===== config.mk =====
export PLATFORM = sky130hd
export DESIGN_NAME = duplicate_value_counter
export DESIGN_NICKNAME = d
export VERILOG_FILES = /design/src/rtl/dvc_pkg.sv /design/src/rtl/dvc_front.sv /design/src/rtl/dvc_queue.sv /design/src/rtl/dvc_back.sv /design/src/rtl/duplicate_value_counter.sv
export SDC_FILE = /design/constraint.sdc
export NUM_CORES = 1
export LEC_CHECK = 0
export BUFFER_PORTS_ARGS = -buffer_cell sky130_fd_sc_hd__clkbuf_2
export CAP_MARGIN = 20
export CORE_UTILIZATION = 45
export CTS_CLUSTER_DIAMETER = 50
export CTS_CLUSTER_SIZE = 16
export DETAILED_ROUTE_END_ITERATION = 8
export PLACE_DENSITY_LB_ADDON = 0.15
export SYNTH_ARGS = -nofsm -noshare
export SYNTH_HDL_FRONTEND = slang
export SYNTH_SLANG_ARGS = --single-unit

===== constraint.sdc =====
create_clock -name clk -period 6.76 [get_ports clk]
set_input_delay 0.676 -clock clk [delete_from_list [all_inputs] [get_ports clk]]
set_output_delay 0.676 -clock clk [all_outputs]
set_load 0.1 [all_outputs]

===== src/rtl/dvc_pkg.sv =====
package dvc_pkg;

  // table capacity and derived widths
  localparam int SET_SIZE = 16;
  localparam int IDX_W    = $clog2(SET_SIZE);
  localparam int CNT_W    = $clog2(SET_SIZE + 1);

  // field widths fixed by the interface
  localparam int VAL_W = 32;
  localparam int OCC_W = 5;

  // queue between front and back
  localparam int Q_DEPTH = 4;
  localparam int Q_PTR_W = $clog2(Q_DEPTH);
  localparam int Q_CNT_W = $clog2(Q_DEPTH + 1);

  // classified request as it travels through the queue
  typedef struct packed {
    logic signed [VAL_W-1:0] value;
    logic                    last;
    logic                    drop;
  } item_t;

  typedef enum logic {
    BK_LOAD,
    BK_SCAN
  } bk_state_t;

endpackage


===== src/rtl/dvc_front.sv =====
module dvc_front import dvc_pkg::*; (
  input  logic                    clk,
  input  logic                    rst_n,
  input  logic                    in_valid,
  output logic                    in_ready,
  input  logic signed [VAL_W-1:0] in_value,
  input  logic                    in_last_item,
  input  logic                    q_full,
  output logic                    q_push,
  output item_t                   q_item
);

  logic [CNT_W-1:0] taken_r;
  logic [CNT_W-1:0] taken_nxt;
  logic             drop;

  // a request beyond capacity is marked for dropping
  assign drop     = (taken_r >= CNT_W'(SET_SIZE));
  assign in_ready = !q_full;
  assign q_push   = in_valid && in_ready;

  always_comb begin
    q_item.value = in_value;
    q_item.last  = in_last_item;
    q_item.drop  = drop;
  end

  // count of requests taken in the current set
  always_comb begin
    taken_nxt = taken_r;
    if (q_push) begin
      if (in_last_item) begin
        taken_nxt = '0;
      end else if (!drop) begin
        taken_nxt = taken_r + CNT_W'(1);
      end
    end
  end

  always_ff @(posedge clk) begin
    if (!rst_n) begin
      taken_r <= '0;
    end else begin
      taken_r <= taken_nxt;
    end
  end

endmodule


===== src/rtl/dvc_queue.sv =====
module dvc_queue import dvc_pkg::*; (
  input  logic  clk,
  input  logic  rst_n,
  input  logic  push,
  input  item_t push_item,
  input  logic  pop,
  output logic  full,
  output logic  not_empty,
  output item_t head
);

  item_t              mem_r [Q_DEPTH];
  logic [Q_PTR_W-1:0] wr_ptr_r;
  logic [Q_PTR_W-1:0] rd_ptr_r;
  logic [Q_CNT_W-1:0] fill_r;

  assign full      = (fill_r == Q_CNT_W'(Q_DEPTH));
  assign not_empty = (fill_r != '0);
  assign head      = mem_r[rd_ptr_r];

  // storage
  always_ff @(posedge clk) begin
    if (push) begin
      mem_r[wr_ptr_r] <= push_item;
    end
  end

  // pointers and fill level
  always_ff @(posedge clk) begin
    if (!rst_n) begin
      wr_ptr_r <= '0;
      rd_ptr_r <= '0;
      fill_r   <= '0;
    end else begin
      if (push) begin
        wr_ptr_r <= wr_ptr_r + Q_PTR_W'(1);
      end
      if (pop) begin
        rd_ptr_r <= rd_ptr_r + Q_PTR_W'(1);
      end
      if (push && !pop) begin
        fill_r <= fill_r + Q_CNT_W'(1);
      end else if (pop && !push) begin
        fill_r <= fill_r - Q_CNT_W'(1);
      end
    end
  end

endmodule


===== src/rtl/dvc_back.sv =====
module dvc_back import dvc_pkg::*; (
  input  logic                    clk,
  input  logic                    rst_n,
  input  logic                    q_not_empty,
  input  item_t                   q_head,
  output logic                    q_pop,
  output logic                    out_valid,
  input  logic                    out_ready,
  output logic signed [VAL_W-1:0] out_dup_value,
  output logic [OCC_W-1:0]        out_occurrences,
  output logic                    out_all_distinct,
  output logic                    out_overflow,
  output logic                    out_last_result
);

  bk_state_t state_r, state_nxt;

  // distinct value table, only entries below used_r are meaningful
  logic signed [VAL_W-1:0] vals_r   [SET_SIZE];
  logic [CNT_W-1:0]        counts_r [SET_SIZE];

  logic [CNT_W-1:0] used_r, used_nxt;
  logic             dropped_r, dropped_nxt;
  logic [IDX_W-1:0] idx_r, idx_nxt;

  // output register
  logic                    ov_r, ov_nxt;
  logic signed [VAL_W-1:0] ovalue_r, ovalue_nxt;
  logic [CNT_W-1:0]        ocnt_r, ocnt_nxt;
  logic                    odist_r, odist_nxt;
  logic                    oovf_r, oovf_nxt;
  logic                    olast_r, olast_nxt;

  logic [SET_SIZE-1:0] match;
  logic [SET_SIZE-1:0] dup_mask;
  logic                hit;
  logic [IDX_W-1:0]    hit_idx;
  logic                more_after;
  logic                slot_free;
  logic                wr_new;
  logic                wr_inc;

  // parallel compare against every stored entry
  always_comb begin
    match   = '0;
    hit_idx = '0;
    for (int k = 0; k < SET_SIZE; k++) begin
      match[k] = (CNT_W'(k) < used_r) && (vals_r[k] == q_head.value);
      if (match[k]) begin
        hit_idx = hit_idx | IDX_W'(k);
      end
    end
    hit = |match;
  end

  // entries seen more than once, and whether any lie past the scan index
  always_comb begin
    dup_mask   = '0;
    more_after = 1'b0;
    for (int k = 0; k < SET_SIZE; k++) begin
      dup_mask[k] = (CNT_W'(k) < used_r) && (counts_r[k] > CNT_W'(1));
      if (dup_mask[k] && (IDX_W'(k) > idx_r)) begin
        more_after = 1'b1;
      end
    end
  end

  assign slot_free = !ov_r || out_ready;

  // load and report sequencing
  always_comb begin
    state_nxt   = state_r;
    used_nxt    = used_r;
    dropped_nxt = dropped_r;
    idx_nxt     = idx_r;
    ov_nxt      = ov_r && !out_ready;
    ovalue_nxt  = ovalue_r;
    ocnt_nxt    = ocnt_r;
    odist_nxt   = odist_r;
    oovf_nxt    = oovf_r;
    olast_nxt   = olast_r;
    q_pop       = 1'b0;
    wr_new      = 1'b0;
    wr_inc      = 1'b0;
    case (state_r)
      BK_LOAD: begin
        if (q_not_empty) begin
          q_pop = 1'b1;
          if (q_head.drop) begin
            dropped_nxt = 1'b1;
          end else if (hit) begin
            wr_inc = 1'b1;
          end else begin
            wr_new   = 1'b1;
            used_nxt = used_r + CNT_W'(1);
          end
          if (q_head.last) begin
            state_nxt = BK_SCAN;
            idx_nxt   = '0;
          end
        end
      end
      BK_SCAN: begin
        if (dup_mask == '0) begin
          // no repeats: a single all-distinct result
          if (slot_free) begin
            ov_nxt      = 1'b1;
            ovalue_nxt  = '0;
            ocnt_nxt    = '0;
            odist_nxt   = 1'b1;
            oovf_nxt    = dropped_r;
            olast_nxt   = 1'b1;
            state_nxt   = BK_LOAD;
            used_nxt    = '0;
            dropped_nxt = 1'b0;
          end
        end else if (!dup_mask[idx_r]) begin
          idx_nxt = idx_r + IDX_W'(1);
        end else if (slot_free) begin
          ov_nxt     = 1'b1;
          ovalue_nxt = vals_r[idx_r];
          ocnt_nxt   = counts_r[idx_r];
          odist_nxt  = 1'b0;
          oovf_nxt   = dropped_r;
          olast_nxt  = !more_after;
          idx_nxt    = idx_r + IDX_W'(1);
          if (!more_after) begin
            state_nxt   = BK_LOAD;
            used_nxt    = '0;
            dropped_nxt = 1'b0;
          end
        end
      end
      default: begin
        state_nxt = BK_LOAD;
      end
    endcase
  end

  // table writes
  always_ff @(posedge clk) begin
    if (wr_inc) begin
      counts_r[hit_idx] <= counts_r[hit_idx] + CNT_W'(1);
    end
    if (wr_new) begin
      vals_r[used_r[IDX_W-1:0]]   <= q_head.value;
      counts_r[used_r[IDX_W-1:0]] <= CNT_W'(1);
    end
  end

  // control state
  always_ff @(posedge clk) begin
    if (!rst_n) begin
      state_r   <= BK_LOAD;
      used_r    <= '0;
      dropped_r <= 1'b0;
      idx_r     <= '0;
      ov_r      <= 1'b0;
    end else begin
      state_r   <= state_nxt;
      used_r    <= used_nxt;
      dropped_r <= dropped_nxt;
      idx_r     <= idx_nxt;
      ov_r      <= ov_nxt;
    end
  end

  // result payload
  always_ff @(posedge clk) begin
    ovalue_r <= ovalue_nxt;
    ocnt_r   <= ocnt_nxt;
    odist_r  <= odist_nxt;
    oovf_r   <= oovf_nxt;
    olast_r  <= olast_nxt;
  end

  assign out_valid        = ov_r;
  assign out_dup_value    = ovalue_r;
  assign out_occurrences  = OCC_W'(ocnt_r);
  assign out_all_distinct = odist_r;
  assign out_overflow     = oovf_r;
  assign out_last_result  = olast_r;

endmodule


===== src/rtl/duplicate_value_counter.sv =====
// Duplicate value counter. Requests carry one signed 32-bit value each, the
// final one of a set marked by in_last_item. Up to SET_SIZE (16) values per
// set are kept; further values are dropped and every result of that set's
// report carries out_overflow. After the final value the block reports each
// value seen more than once, in order of first appearance, with its count;
// if nothing repeats it gives one result with out_all_distinct set. The last
// result of a report has out_last_result set. Values are loaded at one per
// cycle: a front end tags each request and passes it through a four-entry
// queue to the table, which compares against all stored entries at once.
// The report walks the table one entry per cycle up to the last repeated
// entry, a result being registered in the cycle its entry is visited; it
// pauses on a repeated entry while the output register is still held by
// the receiver. Requests of the next set are queued meanwhile, until the
// queue fills.
module duplicate_value_counter import dvc_pkg::*; (
  input  logic                    clk,
  input  logic                    rst_n,
  input  logic                    in_valid,
  output logic                    in_ready,
  input  logic signed [VAL_W-1:0] in_value,
  input  logic                    in_last_item,
  output logic                    out_valid,
  input  logic                    out_ready,
  output logic signed [VAL_W-1:0] out_dup_value,
  output logic [OCC_W-1:0]        out_occurrences,
  output logic                    out_all_distinct,
  output logic                    out_overflow,
  output logic                    out_last_result
);

  logic  q_full;
  logic  q_push;
  logic  q_pop;
  logic  q_not_empty;
  item_t q_in;
  item_t q_head;

  // request tagging
  dvc_front u_front (
    .clk          (clk),
    .rst_n        (rst_n),
    .in_valid     (in_valid),
    .in_ready     (in_ready),
    .in_value     (in_value),
    .in_last_item (in_last_item),
    .q_full       (q_full),
    .q_push       (q_push),
    .q_item       (q_in)
  );

  // decoupling queue
  dvc_queue u_queue (
    .clk       (clk),
    .rst_n     (rst_n),
    .push      (q_push),
    .push_item (q_in),
    .pop       (q_pop),
    .full      (q_full),
    .not_empty (q_not_empty),
    .head      (q_head)
  );

  // table and report
  dvc_back u_back (
    .clk              (clk),
    .rst_n            (rst_n),
    .q_not_empty      (q_not_empty),
    .q_head           (q_head),
    .q_pop            (q_pop),
    .out_valid        (out_valid),
    .out_ready        (out_ready),
    .out_dup_value    (out_dup_value),
    .out_occurrences  (out_occurrences),
    .out_all_distinct (out_all_distinct),
    .out_overflow     (out_overflow),
    .out_last_result  (out_last_result)
  );

endmodule

==> metrics.txt, run 1 <==
post-synthesis area per instance=15.39 µm²; CTS tree=done; largest family of logic cells by synthesized area=multiplexers; fin. max-slew vios=0; Peak VDD IR=0.3041 mV; CP delay by family, top=simple AND/OR/NAND/NOR gates; Critical Path RT=7.12 ns; Power per Cell Area=419.0 mW/mm²; Placer Congestion=1.019; Worst-Skew Late Latency=0.67 ns; DIE AREA=0.08955 mm²; setup TNS=0 ns; Die Span Y=299.3 µm; antenna-violating nets left=0; CTS Buffer Depth=3; via count=26.29k; CP most frequent cell=mux2i_1; FFs w/ async S/R, synth=0%; slew margin rel.=27.07%; RSZ-0062 raised after global routing=false; Ports=79; Initial Utilization=45.62%; fin nets=2801; Congestion Overflow GR=0; drt total wl=150.5 mm; clock sink total=798; post-synthesis mux area share=16.09%; critical path's slowest cell=mux4_2; clk slew on worst S/H paths=0.07 ns; xor/xnor share of the synthesized area=10.37%; ranking of synthesized cells by area=edfxtp_1 58%, mux4_2 12%, xnor2_1 9.2%, mux2i_1 3.2%, nand4_1 1.6%; overall routing resource usage=33.61%; 1st-iter DRT viols=4247; first-pass GRT wire length=206.6 mm; DR vias/cell=6.588; Worst-Margin Slew=1.094 ns; cell count after synthesis=2583; PortBufs=78; Final Hold Fails=0; # rows=108; DP Wirelength=111.2 mm; CP max FO=30; Setup-failing EPs final=0; adder-cell area share of the yosys netlist=0.5224%; Post-synth EDFFs=768; Setup Fix Bufs, Post-CTS=0; WP data arrival=6.90 ns; DRT Pass-1 Iters=6; chip width=299.3 µm; Hold Buf Count CTS=0; Min Clock Period, post-route=6.537 ns; Seq/Total Area, Yosys=59.51%; Core Footprint=0.08716 mm²; DRC viols=0; ratio of final minimum period to clock period=96.70%; crit path capture type=register; Min-Delay Path Class=in -> reg; vias in the first global route=25.32k; Setup CP Type=reg -> reg; mapped cell area=0.03976 mm²; count leader, synth=edfxtp_1; status=finished, final reports clean; Unique masters post-synth=78; Num CTS Buffers=98; Compound-Gate Fraction of Synth Area=3.779%; CP Cell Sequence=buf_4 -> mux4_2 -> xnor2_1 -> nand4_1 -> nor4_1 -> nor3b_1 -> a2bb2oi_1 -> nand4_1 -> buf_12 -> buf_4 -> mux2i_1 -> mux2i_1 -> mux2_2 -> mux2i_1 -> xnor2_1 -> and2_1; nature of the critical path startpoint=register; Wirelength per Cell=37.72 µm; syn nets=2636; Buffers & Inverters on Critical Path=3; Layout Skew=0.03272 ns; Crit path largest cell delay=0.96 ns; max_cap viols=0; flops & latches, synth=798; Hold WS=0.2192 ns; post-synth top area share=58.00%; leakage=14.17 nW; top cell type by total area after synthesis=edfxtp_1; P&R area growth vs syn=14.34%; largest net degree at the start of global routing=85; fmax=153.0 MHz; CTS Root Cell=clkbuf_16; initial antenna violation count=16; Post-Synth Simple-Gate Area=7.086%; Total Power=19.05 mW; most instantiated cells after synthesis=768 x edfxtp_1, 419 x xnor2_1, 217 x mux4_2; Post-synth top flop=edfxtp_1; htree depth=3; share of cells above drive strength 1=23.53%; reg2reg setup slack=0.22 ns; Synth Warn #=0
## registers in the layout, summed over array words and instances, names as in the netlist, named ones only
| register | flops |
|---|---|
| u_back.used_r | 5 |
| u_back.state_r | 1 |
| u_back.counts_r | 80 |
| u_back.out_overflow | 1 |
| u_queue.rd_ptr_r | 2 |
| u_queue.mem_r | 136 |
| u_back.out_valid | 1 |
| u_back.out_occurrences | 5 |
| u_queue.wr_ptr_r | 2 |
| u_front.taken_r | 5 |
| u_back.out_dup_value | 32 |
| u_back.vals_r | 512 |
| u_back.out_last_result | 1 |
| u_back.idx_r | 4 |
| u_back.out_all_distinct | 1 |
| u_back.dropped_r | 1 |
| u_queue.fill_r | 3 |
## where the power goes
part	leakage (nW)	internal (mW)	switching [mW]	total [mW]
Clock	1.61	2.95	2.44	5.39
Sequential	7.21	6.43	0.251	6.69
Combinational	5.35	2.18	4.80	6.98
## layout by cell type (no fill, tap or decap), drive strengths merged, types with 12 or more instances in the layout
master  count
nor2b      55
a21oi      41
nand3      50
xor2       52
mux2i     128
mux4      220
o22ai      17
inv        96
edfxtp    768
nor2       86
buf       141
xnor2     419
clkbuf    181
o21ai      26
nor3       45
mux2       13
dfxtp      30
nand2b     17
ha         15
or3        12
nand2      54
and3       14
nand4     102
clkinv     29
nor4       46
and2       13
## worst paths after layout
path,startpoint,end,cells past startpoint
hold reg to reg,u_back.dropped_r,u_back.out_overflow,0
setup / recovery,register,u_back.counts_r[13][2],16
hold / removal,in_value[21],u_queue.mem_r[0][23],1
setup reg to reg,register,u_back.counts_r[13][2],16
## repair_timing
action | CTS | global route
endpoints found under the setup margin | 0 | 16
hold endpoints to repair | 0 | 0
gates resized for setup | 0 | 1
## final cells by class
class / count / area, µm²
timing repair buffer: 219 / 1575
clock inverter: 80 / 863.3
antenna: 5 / 12.51
inverter: 58 / 217.7
clock buffer: 103 / 2471
multi-input combinational: 1573 / 15200
tap: 1155 / 1445
sequential: 798 / 23680
fill: 7166 / 41700
## layer usage
layer  part of all wire, %  GRT usage [%]  vias up
met1                    40          48.27    13680
met4                   5.5          16.03        8
met5                 0.035              0        -
met2                    43          48.77     1786
met3                    11          7.110      327
li1                      -              -    10490
## worst register-to-register path: cells and delay by family (launching register included)
family          cells  cell delay [ns]
flops               1             0.58
mux                 5             1.91
buf+inv             3             0.81
xor+xnor            2             0.48
simple gates        5             2.32
compound gates      1             0.12
## through the flow
step                setup slack [ns]  instance area, µm²  utilization, %  std cells
CTS                           0.2732               45400           52.09       3982
finish                        0.2230               45460           52.16       3991
detailed placement            0.2932               42070           48.27       3799
global route                 0.03250               45450           52.15       3986
floorplan                     0.6583               39760               -       2583
global placement              0.2902               42030           48.22       3797
## cells by family (layout without fill, tap and decap cells)
group / after synthesis / after routing
multiplexers: 361 / 361
other: 0 / 5
flip-flops: 798 / 798
buffers and inverters: 212 / 460
AO/OA/AOI/OAI: 209 / 209
AND/OR/NAND/NOR: 516 / 516
adder cells (fa/ha/maj): 16 / 16
XOR/XNOR: 471 / 471
Power figures use the tool's default switching activity.
==> run 2, diff against run 1 <==
--- a/config.mk
+++ b/config.mk
@@ -5,12 +5,13 @@
 export SDC_FILE = /design/constraint.sdc
 export NUM_CORES = 1
 export LEC_CHECK = 0
-export BUFFER_PORTS_ARGS = -buffer_cell sky130_fd_sc_hd__clkbuf_2
+export BUFFER_PORTS_ARGS = -buffer_cell sky130_fd_sc_hd__buf_2
 export CAP_MARGIN = 20
 export CORE_UTILIZATION = 45
 export CTS_CLUSTER_DIAMETER = 50
 export CTS_CLUSTER_SIZE = 16
 export DETAILED_ROUTE_END_ITERATION = 8
+export MAX_ROUTING_LAYER = met4
 export PLACE_DENSITY_LB_ADDON = 0.15
 export SYNTH_ARGS = -nofsm -noshare
 export SYNTH_HDL_FRONTEND = slang
==> run 2 against run 1 <==
- worst hold slack worse by 0.014 ns
- core utilization grew 0.38 points
- setup slack better by 0.16 ns
- die area unchanged
- clock power increased by 5.8%
- register-to-register slack improved by 0.16 ns
- maximum frequency grew 2.5%
- routed wire length decreased by 0.55%
- final cell count grew 0.13%
- flip-flop and latch count did not move
==> metrics.txt, run 2 (same netlist as run 1, synthesis figures left out) <==
critical path's slowest cell=mux4_2; largest net degree at the start of global routing=85; hold path endpoint=u_queue.mem_r[2][5]; share of cells above drive strength 1=23.88%; DR vias/cell=6.530; fillers=7176; htree depth=3; DRT Pass-1 Iters=5; Hold Buf Count CTS=0; min-delay src=in_value[3]; CP max FO=37; commonest non-fill, non-tap cell in the layout=edfxtp_1; ratio of final minimum period to clock period=94.30%; final core occ=52.54%; Worst-Skew Late Latency=0.68 ns; Power per Cell Area=423.0 mW/mm²; 1st-iter DRT viols=3630; CP most frequent cell=mux2i_1; P&R area growth vs syn=15.17%; reg2reg setup slack=0.39 ns; dpl ws=-0.1785 ns; path depth of the worst reg2reg path=16; Layout Skew=0.02950 ns; Worst-Margin Slew=1.132 ns; Ports=79; chip width=299.3 µm; clock sink total=798; Congestion Overflow GR=0; DP Wirelength=110.7 mm; DP Cell Count=3800; via count=26.09k; Wirelength per Cell=37.46 µm; nature of the critical path startpoint=register; Finished Layout Cells=3996; antenna-violating nets left=0; Core Footprint=0.08716 mm²; Peak VDD IR=0.3041 mV; clk slew on worst S/H paths=0.07 ns; leakage=14.31 nW; fmax=156.9 MHz; Die Span Y=299.3 µm; first-pass GRT wire length=205.8 mm; status=finished, final reports clean; max FFs per register=512; Num CTS Buffers=99; setup ws final=0.3850 ns; Min Clock Period, post-route=6.375 ns; fin. max-slew vios=0; Min-Delay Path Class=in -> reg; most frequent cells in the layout=768 x edfxtp_1, 418 x xnor2_1, 216 x mux4_2, 127 x mux2i_1, 123 x buf_4; RSZ-0062 raised after global routing=false; CP Cell Sequence=buf_12 -> mux4_2 -> xnor2_1 -> nand4_1 -> nor4_1 -> nor3b_1 -> a2bb2oi_1 -> nand4_1 -> buf_12 -> buf_4 -> mux2i_1 -> mux2i_1 -> mux2_2 -> mux2i_1 -> nand3b_1 -> mux2_2; Critical Path RT=7.12 ns; CTS tree=done; register area=0.02368 mm²; FF-to-FF End=u_back.counts_r[5][4]; fin nets=2802; slew margin rel.=24.34%; post-place instance area=0.04213 mm²; max_cap viols=0; Min-Delay Path Depth=1; DRC viols=0; post-route cell area=0.04579 mm²; Setup CP Type=reg -> reg; Multi-input gate area=0.01521 mm²; crit path capture type=register; drt total wl=149.7 mm; initial antenna violation count=11; overall routing resource usage=34.39%; # rows=108; vias in the first global route=25.36k; CTS Root Cell=clkbuf_16; WP data arrival=6.73 ns; Hold WS=0.2052 ns; Setup Fix Bufs, Post-CTS=0; Crit path largest cell delay=0.87 ns; CTS Buffer Depth=3; PortBufs=78; Setup-failing EPs final=0; Placer Congestion=1.054; Final Hold Fails=0; DIE AREA=0.08955 mm²; Initial Utilization=45.62%
-- run 2: changes by cell type in the layout (fill, tap and decap cells not counted), moves of 6 or more --
cell,delta
buf_2,+78
inv_6,-14
inv_8,+9
clkbuf_2,-78
buf_4,-6
clkinv_2,+6
buf_12,+7
-- run 2: repair_timing --
action | CTS | global route
resized for setup | 1 | 3
pin swaps | 0 | 0
setup endpoints to repair | 16 | 48
-- run 2: layout make-up --
type	instances	share of cell area (%)
antenna	6	0.03279
clock buffer	104	5.519
clock inverter	83	2.295
inverter	58	0.4754
multi-input combinational	1573	33.22
sequential	798	51.72
tap	1155	3.156
timing repair buffer	219	3.587
-- run 2: layer usage --
layer,wire (µm),vias to the layer above,global-route usage [%]
met5,0,-,-
met1,60460,13540,47.26
met2,64870,1777,48.36
met3,16370,288,7.755
li1,-,10490,-
met4,8009,0,16.39
-- run 2: critical path: cells and delay by family, from the launching register on --
family	cells	cell delay (ns)
flops	1	0.58
compound gates	1	0.12
buf+inv	3	0.71
mux	6	2.33
simple gates	5	1.82
xor+xnor	1	0.37
-- run 2: worst max path at each step --
stage / cells past startpoint / slack (ns) / to
after floorplan: 15 / 0.66 / u_back.vals_r[0][0]
after global placement: 17 / -0.09 / u_back.counts_r[12][1]
after detailed placement: 17 / -0.18 / u_back.counts_r[0][1]
after CTS: 17 / 0.09 / u_back.counts_r[15][2]
after global routing: 16 / 0.16 / u_back.counts_r[3][3]
final: 16 / 0.39 / u_back.counts_r[5][4]
-- run 2: per-stage QoR --
step / TNS, ns / total power, mW
floorplan: 0 / 10.94
global placement: -1.497 / 13.58
detailed placement: -2.845 / 13.63
CTS: 0 / 19.31
global route: 0 / 19.84
finish: 0 / 19.37
-- run 2: where the power goes --
part / switching [mW] / total [mW] / internal (mW)
clock: 2.48 / 5.70 / 3.22
combinational: 4.78 / 6.98 / 2.20
sequential: 0.264 / 6.69 / 6.43
total: 7.52 / 19.4 / 11.8
